$ cat config.mk
export PLATFORM = sky130hd
export DESIGN_NAME = slt_cell
export DESIGN_NICKNAME = d
export VERILOG_FILES = /design/src/rtl/slt_pkg.sv /design/src/rtl/slt_cell.sv
export SDC_FILE = /design/constraint.sdc
export NUM_CORES = 1
export LEC_CHECK = 0
export BUFFER_PORTS_ARGS = -buffer_cell sky130_fd_sc_hd__buf_4
export CORE_ASPECT_RATIO = 0.7
export CORE_MARGIN = 5
export CORE_UTILIZATION = 40
export DETAILED_ROUTE_END_ITERATION = 16
export GPL_ROUTABILITY_DRIVEN = 0
export PLACE_DENSITY = 0.84
export SLEW_MARGIN = 20
export SYNTH_ARGS = -nofsm -noshare
export SYNTH_HDL_FRONTEND = slang
export SYNTH_SLANG_ARGS = --single-unit
$ cat constraint.sdc
create_clock -name clk -period 2.5 [get_ports clk]
set_input_delay 0.25 -clock clk [delete_from_list [all_inputs] [get_ports clk]]
set_output_delay 0.25 -clock clk [all_outputs]
set_load 0.02 [all_outputs]
$ cat src/rtl/slt_pkg.sv
package slt_pkg;

  localparam int DEF_CAPACITY = 64;
  localparam int VALUE_W      = 32;
  localparam int IDX_W        = 6;
  localparam int CNT_OUT_W    = 7;

  localparam logic [1:0] KIND_INSERT    = 2'd0;
  localparam logic [1:0] KIND_INSERT_UQ = 2'd1;
  localparam logic [1:0] KIND_READ      = 2'd2;
  localparam logic [1:0] KIND_REMOVE    = 2'd3;

  localparam logic [1:0] ST_OK    = 2'd0;
  localparam logic [1:0] ST_FULL  = 2'd1;
  localparam logic [1:0] ST_DUP   = 2'd2;
  localparam logic [1:0] ST_RANGE = 2'd3;

  typedef struct packed {
    logic [1:0]                kind;
    logic signed [VALUE_W-1:0] value;
    logic [IDX_W-1:0]          index;
  } req_t;

  typedef struct packed {
    logic signed [VALUE_W-1:0] read_value;
    logic [CNT_OUT_W-1:0]      count;
    logic [1:0]                status;
  } rsp_t;

  // Broadcast from the top level to every cell
  typedef struct packed {
    logic                      ins_en;
    logic                      rem_en;
    logic signed [VALUE_W-1:0] value;
    logic [IDX_W-1:0]          index;
  } cell_ctrl_t;

endpackage

$ cat src/rtl/slt_cell.sv
module slt_cell import slt_pkg::*; #(
  parameter int CAPACITY = DEF_CAPACITY,
  parameter int POS      = 0
) (
  input  logic                      clk,
  input  cell_ctrl_t                ctrl,
  input  logic [$clog2(CAPACITY+1)-1:0] count,
  input  logic                      left_after,
  input  logic signed [VALUE_W-1:0] left_entry,
  input  logic signed [VALUE_W-1:0] right_entry,
  output logic                      after,
  output logic                      eq,
  output logic signed [VALUE_W-1:0] entry,
  output logic signed [VALUE_W-1:0] rd_data
);

  localparam int CW = $clog2(CAPACITY+1);
  localparam bit READABLE = (POS < (1 << IDX_W));

  logic occupied;
  logic rd_sel;
  logic rem_sel;

  assign occupied = (count > CW'(POS));
  // Empty slots count as "at or after" the insertion point
  assign after    = !occupied || (entry >= ctrl.value);
  assign eq       = occupied && (entry == ctrl.value);

  assign rd_sel  = READABLE && occupied && (int'(ctrl.index) == POS);
  assign rem_sel = (int'(ctrl.index) <= POS);
  assign rd_data = rd_sel ? entry : '0;

  always_ff @(posedge clk) begin
    if (ctrl.ins_en) begin
      if (after && !left_after) begin
        entry <= ctrl.value;
      end else if (after) begin
        entry <= left_entry;
      end
    end else if (ctrl.rem_en && rem_sel) begin
      entry <= right_entry;
    end
  end

endmodule

# Word level (Yosys, flattened, before mapping)

Index checks and enable logic that the tools add are counted.

Register bits: 32
Bits of input ports: 113
Output and inout port bits: 66
Logic and storage cells: 21

$lt $le $gt $ge: 3
Equality and inequality tests: 2
Mux-type cells: 5
Reductions and logical operators: 10

Operator list:

| cell                                                   | count |
|---|---|
| two-way mux 32 bit                                     | 5 |
| equality test 32 bit                                   | 1 |
| >= comparator 32 bit                                   | 1 |
| > comparator 7 x 1 -> 1 bit (second input constant)    | 1 |
| <= comparator 6 x 1 -> 1 bit (second input constant)   | 1 |
| zero test 6 bit                                        | 1 |
| logical AND 1 bit                                      | 4 |
| inequality test 3 x 1 -> 1 bit (second input constant) | 1 |
| zero test 1 bit                                        | 2 |
| AND reduction 2 bit                                    | 1 |
| nonzero test 2 bit                                     | 1 |
| logical OR 1 bit                                       | 1 |

# Longest topological paths before layout

Gate-level depths: netlist (run 1).

Depth in word-level cells: 6
Mapped depth: 11

# Worst setup path before layout (run 1)

Ideal clock, no wire load.

Path kind: register -> register
From: reg entry[31]
To: reg entry[0], enable pin
Library setup time: 0.388 ns
Data arrival time: 2.775 ns
Required time: 2.112 ns
Slack: -0.663 ns
Cell stages (with the launch flop): 8
Period minus slack after synthesis: 3.163 ns
Cell sequence: edfxtp_1 -> ha_1 -> nand4_2 -> nor4_4 -> nor3b_2 -> o31ai_1 -> nand3b_1 -> a21o_1

Word-level cells in the longest chain between the ends: 5

Ends and longest elaborated chain:

| what                                              | line           | text |
|---|---|---|
| from (decl)                                       | slt_cell.sv:13 | `output logic signed [VALUE_W-1:0] entry,` |
| from (signal assigned)                            | slt_cell.sv:36 | `entry <= ctrl.value;` |
| from (signal assigned)                            | slt_cell.sv:38 | `entry <= left_entry;` |
| from (signal assigned)                            | slt_cell.sv:41 | `entry <= right_entry;` |
| >= comparator 32 bit *                            | slt_cell.sv:26 | `assign after = !occupied \|\| (entry >= ctrl.value);` |
| logical OR 1 bit *                                | slt_cell.sv:26 |  |
| via after                                         | slt_cell.sv:11 | `output logic after,` |
| logical AND 1 bit                                 | slt_cell.sv:35 | `if (after && !left_after) begin` |
| inequality test 3 x 1 -> 1 bit (no source line) * | -              |  |
| AND reduction 2 bit (no source line) *            | -              |  |

The timed path passes the listed nets; every way through them passes the cells marked *.
A chain may end at the register's enable or synchronous reset.

# Worst setup path in the final report (run 1)

From: reg entry[15]
To: out after

Word-level cells in the longest chain between the ends: 2

Ends and longest elaborated chain:

| what                 | line |
|---|---|
| >= comparator 32 bit | slt_cell.sv:26 |
| logical OR 1 bit     | slt_cell.sv:26 |
| to (decl)            | slt_cell.sv:11 |

No other way between the ends.

==> flow_summary_export.csv, run 1 <==
group,metric,value,unit
worst_setup_path,critPathRequiredTime,2.25,ns
yosys,synth-compound-area-share,0.1936,
floorplan,die_w,111.5,um
worst_hold_path,hold_path_class,"in2reg",
floorplan,initial_core_util,0.4189,
yosys,synth_edf_count,32,
global_routing,grt_max_degree,65,
sta,tightest_slew,1.220,ns
worst_setup_path,ff2ff_path_depth,12,
worst_setup_path,start_kind,"register",
cts,postCtsHoldBufs,0,
global_routing,grt_pass1_vias,4193,
sta,slew_headroom,0.1850,
yosys,ys_ff_latch,32,
detailed_routing,routedWlPerCell,24.86,um
sta,hold_viol,0,
finish,drive_gt1_frac,0.6248,
sta,setup_viol_count_final,66,
floorplan,rows,25,
yosys,async_flop_share,0,
pwr,peakVddDrop,0.2580,mV
yosys,postSynthAreaPerCell,8.308,sq um
cts,htreeDepth,2,
detailed_routing,drt_iter0_drc,465,
cts,clock_path_buffers,2,
run_status,status,"finished with violations",
yosys,syn-num-nets,492,
global_routing,antenna_found_initial,1,
yosys,synthTopCellsByArea,"edfxtp_1 33%, ha_1 14%, a31oi_1 7.2%",
yosys,yosysTopAreaCellShare,0.3333,
yosys,ys_warn_count,0,
sta,max_freq,319.1,MHz
yosys,synthCells,347,
yosys,synth_cell_types,37,
cts,clock_latency,0.30,ns
worst_setup_path,regToRegSetupSlack,-0.58,ns
finish,regMostFlops,"entry",
yosys,synth_mux_area_frac,0,
sta,rsz0062_at_grt,"true",
pwr,clkPwrFrac,0.152,
yosys,synth_xor_area_frac,0,
detailed_routing,dr_total_vias,4414,
yosys,synth_top_family_by_area,"simple AND/OR/NAND/NOR gates",
flow_run,max_cap_violations,0,
cts,root_buffer,"clkbuf_8",
pwr,switching_share,0.3994,
detailed_routing,routed_via_density,6.165,
cts,cts_tree,"yes",
placed_design,placed_cells,678,
yosys,yosysTopAreaCell,"edfxtp_1",
pwr,p_switching,1.089,mW
worst_hold_path,worstHoldPathCells,3,
finish,area_growth,111.5,%
floorplan,dieArea,9031,sq um
worst_setup_path,cp_max_fo,3,
worst_setup_path,rr_endpoint,"entry[15]$_DFFE_PP_",
run_status,violations,"negative setup slack",
pwr,internal-power,1.637,mW
cts,cts_made_buffers,5,
yosys,ys.flop_type,"edfxtp_1",
worst_setup_path,path_class,"reg2out",
pwr,p_leak,2.788,nW
global_routing,track_usage,0.3029,
worst_setup_path,cp_data_arrival_time,2.88,ns
sta,period_share,1.254,
cts,clock-sinks,32,
worst_hold_path,worstHoldEndpoint,"entry[21]$_DFFE_PP_",
worst_hold_path,worstHoldStart,"right_entry[21]",
yosys,synthTopCellsByCount,"36 x inv_1, 36 x nand3_1, 35 x nor2_1, 35 x o21ai_0, 33 x a31oi_1",
placed_design,dp.final_hpwl,9128,um
floorplan,ios,179,
finish,top_regs,"entry: 32 flops",
worst_setup_path,endpoint_kind,"output pin",
global_routing,overflow,0,
detailed_routing,dr.pass1.iters,6,
yosys,synthAdderAreaFrac,0.1389,
finish,fin_cells,716,
sta,fin_ws,-0.6338,ns
yosys,syn_area,2883,sq um
floorplan,die_h,81.03,um
detailed_routing,ant_nets,0,
pwr,power_frac_seq,0.266,
detailed_routing,wl,17800,um
placed_design,place_ws,-0.3924,ns
finish,largest_reg_flops,32,
worst_setup_path,path_cells,"ha_4 > nand4_1 > nor4_4 > a21boi_4 > o31a_1 > buf_6 > nor4_1 > nand3b_1 > buf_4 > buf_6",
sta,slew_violations,0,
sta,period_needed,3.134,ns
worst_setup_path,cpPeakStageDelay,0.46,ns
finish,fillers,329,
sta,skew,0.005476,ns
worst_setup_path,crit_top_cell,"buf_6",
global_routing,grt_pass1_wl,21420,um
yosys,synth_seq_area_share,0.3333,
yosys,yosys.area_share.simple,0.2517,
pwr,p_comb_frac,0.582,
finish,nNetsFinal,765,
floorplan,core,6882,sq um
cts,clk_pin_slew,0.08,ns
placed_design,io_buffers,178,
worst_setup_path,reg2reg_from,"entry[15]$_DFFE_PP_",
pwr,powerDensity,447.2,nW/um^2
pwr,power.total,2.726,mW
detailed_routing,drc_errors,0,
worst_setup_path,crit_slowest_cell,"edfxtp_1",
what timing repair did:
action | in CTS | in global routing
resized for setup | 36 | 90
gates cloned | 6 | 2
pin swaps | 17 | 39
endpoints found under the setup margin | 65 | 66
buffers inserted | 16 | 8
metal layers:
layer  track usage  wire length (um)  share of wire  vias to the layer above
met5             0                 0              0                        -
met4        0.1677              1354          0.076                        0
met3       0.06404              2005           0.11                      138
met2        0.5415              8318           0.47                      428
met1        0.3440              6119           0.34                     2028
li1              -                 -              -                     1820
metrics by stage:
| stage | instance area [sq um] | TNS, ns | hold WS [ns] | utilization |
|---|---|---|---|---|
| after floorplan | 3098 | -12.41 | 0.4993 | - |
| after global placement | 5107 | -20.58 | 0.5919 | 0.7422 |
| after detailed placement | 5107 | -24.41 | 0.5983 | 0.7422 |
| after CTS | 5608 | -14.11 | 0.2986 | 0.8149 |
| after global routing | 6096 | -37.25 | 0.3140 | 0.8858 |
| final | 6096 | -33.55 | 0.2971 | 0.8858 |
power by group through the flow:
stage | Combinational [mW] | Clock, mW | Sequential [mW]
2_1_floorplan | 0.446 | 0 | 0.791
3_3_place_gp | 1.02 | 0 | 0.718
3_5_place_dp | 1.06 | 0 | 0.721
4_1_cts | 1.27 | 0.404 | 0.713
5_1_grt | 1.64 | 0.427 | 0.728
6_report | 1.59 | 0.414 | 0.725
cell type report:
type / count / area (sq um) / share of cell area
inverter: 36 / 135.1 / 0.02217
sequential: 32 / 960.9 / 0.1576
clock inverter: 1 / 3.754 / 0.0006158
multi-input combinational: 260 / 2462 / 0.4039
clock buffer: 7 / 76.32 / 0.01252
tap: 94 / 117.6 / 0.01929
antenna: 1 / 2.502 / 0.0004105
timing repair buffer: 285 / 2337 / 0.3834
worst max-delay path: cells and delay by family (launching register included):
kind	cells	cell delay [ns]
flops	1	0.46
buf+inv	3	0.43
simple gates	4	0.88
compound gates	2	0.50
fa+ha+maj	1	0.31
layout by cell type (no fill, tap or decap), drive strengths merged, types with 2 or more instances in the layout:
cell	instances
nor3b	2
nor4	6
nand4	6
nor2	35
a21oi	14
a31o	2
nand3	36
a21o	4
a21boi	2
ha	32
and2	31
o31ai	2
inv	36
o21ai	36
buf	284
a31oi	34
edfxtp	32
or4	2
nand2	8
clkbuf	8
cells by family after synthesis:
family,Yosys count
AND/OR/NAND/NOR,130
adder cells (fa/ha/maj),32
AO/OA/AOI/OAI,94
buffers and inverters,59
flip-flops,32
how the worst max path moves through the flow:
stage	start	end
final	entry[15]$_DFFE_PP_	after
after global routing	entry[23]$_DFFE_PP_	entry[29]$_DFFE_PP_
after CTS	entry[10]$_DFFE_PP_	after
after detailed placement	entry[14]$_DFFE_PP_	entry[14]$_DFFE_PP_
after global placement	entry[14]$_DFFE_PP_	entry[21]$_DFFE_PP_
after floorplan	entry[14]$_DFFE_PP_	entry[0]$_DFFE_PP_
Power figures use the tool's default switching activity.
==> run 2, diff against run 1 <==
- BUFFER_PORTS_ARGS: -buffer_cell sky130_fd_sc_hd__buf_4 -> not set
- CORE_UTILIZATION: 40 -> 58
- DONT_BUFFER_PORTS: not set -> 1
- PLACE_DENSITY: 0.84 -> 0.81
==> flow_summary_export.csv, run 2 (same netlist as run 1, synthesis figures left out) <==
group,metric,value,unit
run_status,status,"finished with violations",
run_status,violations,"negative setup slack",
cts,clock-sinks,32,
sta,max_freq,351.5,MHz
cts,clk_pin_slew,0.08,ns
worst_hold_path,worstHoldPathCells,1,
cts,root_buffer,"clkbuf_8",
sta,skew,0.009403,ns
cts,cts_tree,"yes",
worst_setup_path,reg2reg_from,"entry[22]$_DFFE_PP_",
placed_design,io_buffers,0,
worst_setup_path,critPathRequiredTime,2.25,ns
sta,hold_slack,0.1892,ns
detailed_routing,dr_total_vias,3190,
detailed_routing,routed_via_density,6.605,
floorplan,dieArea,6503,sq um
worst_hold_path,hold_path_class,"in2reg",
worst_setup_path,path_class,"reg2out",
worst_setup_path,regToRegSetupSlack,-0.34,ns
pwr,peakVddDrop,0.3705,mV
cts,htreeDepth,2,
detailed_routing,drt_iter0_drc,216,
sta,period_needed,2.845,ns
detailed_routing,drc_errors,0,
floorplan,initial_core_util,0.5995,
detailed_routing,wl,11710,um
sta,hold_viol,0,
finish,drive_gt1_frac,0.3961,
global_routing,grt_pass1_wl,15480,um
finish,fillers,249,
finish,final_cell_mix,"65 x buf_4, 36 x inv_1, 35 x nor2_1",
finish,top_regs,"entry: 32 flops",
sta,fin_ws,-0.3446,ns
placed_design,place_ws,-0.2795,ns
placed_design,dp.final_hpwl,7239,um
finish,nNetsFinal,558,
pwr,power.total,2.193,mW
cts,clock_path_buffers,2,
finish,largest_reg_flops,32,
sta,slew_violations,0,
sta,rsz0062_at_grt,"true",
cts,postCtsHoldBufs,0,
floorplan,die_w,94.27,um
detailed_routing,dr.pass1.iters,5,
worst_hold_path,worstHoldEndpoint,"entry[19]$_DFFE_PP_",
detailed_routing,dr_wl_met2,5693,um
global_routing,grt_max_degree,70,
finish,area_growth,44.75,%
finish,regMostFlops,"entry",
global_routing,overflow,0,
detailed_routing,ant_nets,0,
global_routing,antenna_found_initial,0,
floorplan,die_h,68.99,um
worst_setup_path,start_kind,"register",
pwr,powerDensity,525.6,nW/um^2
cts,clock_latency,0.28,ns
global_routing,track_usage,0.3140,
worst_setup_path,ff2ff_path_depth,9,
sta,tightest_slew,1.070,ns
pwr,p_leak,1.730,nW
detailed_routing,routedWlPerCell,24.24,um
detailed_routing,highest_layer,"met4",
floorplan,ios,179,
cts,cts_made_buffers,5,
floorplan,rows,21,
worst_setup_path,rr_endpoint,"entry[8]$_DFFE_PP_",
flow_run,max_cap_violations,0,
floorplan,core,4808,sq um
sta,setup_viol_count_final,65,
detailed_routing,wl_met1,4330,um
sta,setup_tns,-18.35,ns
finish,final_common_cell,"buf_4",
sta,period_share,1.138,
worst_setup_path,endpoint_kind,"output pin",
sta,slew_headroom,0.2852,
finish,antenna_cells,0,
detailed_routing,wl_met3,1403,um
worst_setup_path,cp_max_fo,4,
worst_setup_path,cp_data_arrival_time,2.59,ns
worst_hold_path,worstHoldStart,"ctrl[39]",
global_routing,grt_pass1_vias,3070,
==> run 2: worst max path at each step <==
stage                               end           startpoint
floorplan            entry[0]$_DFFE_PP_  entry[14]$_DFFE_PP_
global placement    entry[11]$_DFFE_PP_  entry[13]$_DFFE_PP_
detailed placement  entry[16]$_DFFE_PP_  entry[13]$_DFFE_PP_
CTS                               after  entry[18]$_DFFE_PP_
global route                      after  entry[25]$_DFFE_PP_
finish                            after  entry[22]$_DFFE_PP_
==> run 2: routing by layer <==
layer,up-vias,global-route usage
li1,1411,-
met1,1513,0.3917
met2,236,0.5495
met3,30,0.07484
met4,0,0.09009
met5,-,0
==> run 2: timing repair <==
| action | 4_1_cts | 5_1_grt |
|---|---|---|
| pin swaps | 12 | 20 |
| endpoints found under the setup margin | 65 | 66 |
| cloned | 4 | 3 |
| gates resized for setup | 26 | 56 |
| setup buffers | 11 | 9 |
==> run 2: report_power, final <==
| part | leakage [nW] | switching, mW | internal (mW) |
|---|---|---|---|
| Combinational | 1.39 | 0.588 | 0.485 |
| Clock | 0.0399 | 0.205 | 0.194 |
| Sequential | 0.297 | 0.0438 | 0.677 |
| Total | 1.73 | 0.837 | 1.36 |
==> run 2: area by class of cell <==
type	instances	area [sq um]	share of cell area
clock buffer	7	76.32	0.01829
clock inverter	1	3.754	0.0008996
inverter	36	135.1	0.03238
multi-input combinational	260	2180	0.5223
sequential	32	960.9	0.2303
tap	69	86.33	0.02069
timing repair buffer	78	730.7	0.1751
==> run 2: worst max-delay path, cell delays in order, from the launching register on <==
cell      delay (ns)
edfxtp_1        0.46
ha_4            0.30
nand4_1         0.20
nor4_4          0.38
nor3b_4         0.36
nor4_1          0.12
nand3b_1        0.21
buf_4           0.16
buf_6           0.12
==> run 2: through the flow <==
step                      cells    util  cell area (sq um)
final                       483  0.8678               4173
after global routing        483  0.8678               4173
after detailed placement    448  0.7351               3535
after global placement      448  0.7351               3535
after floorplan             347       -               3098
after CTS                   471  0.8082               3886
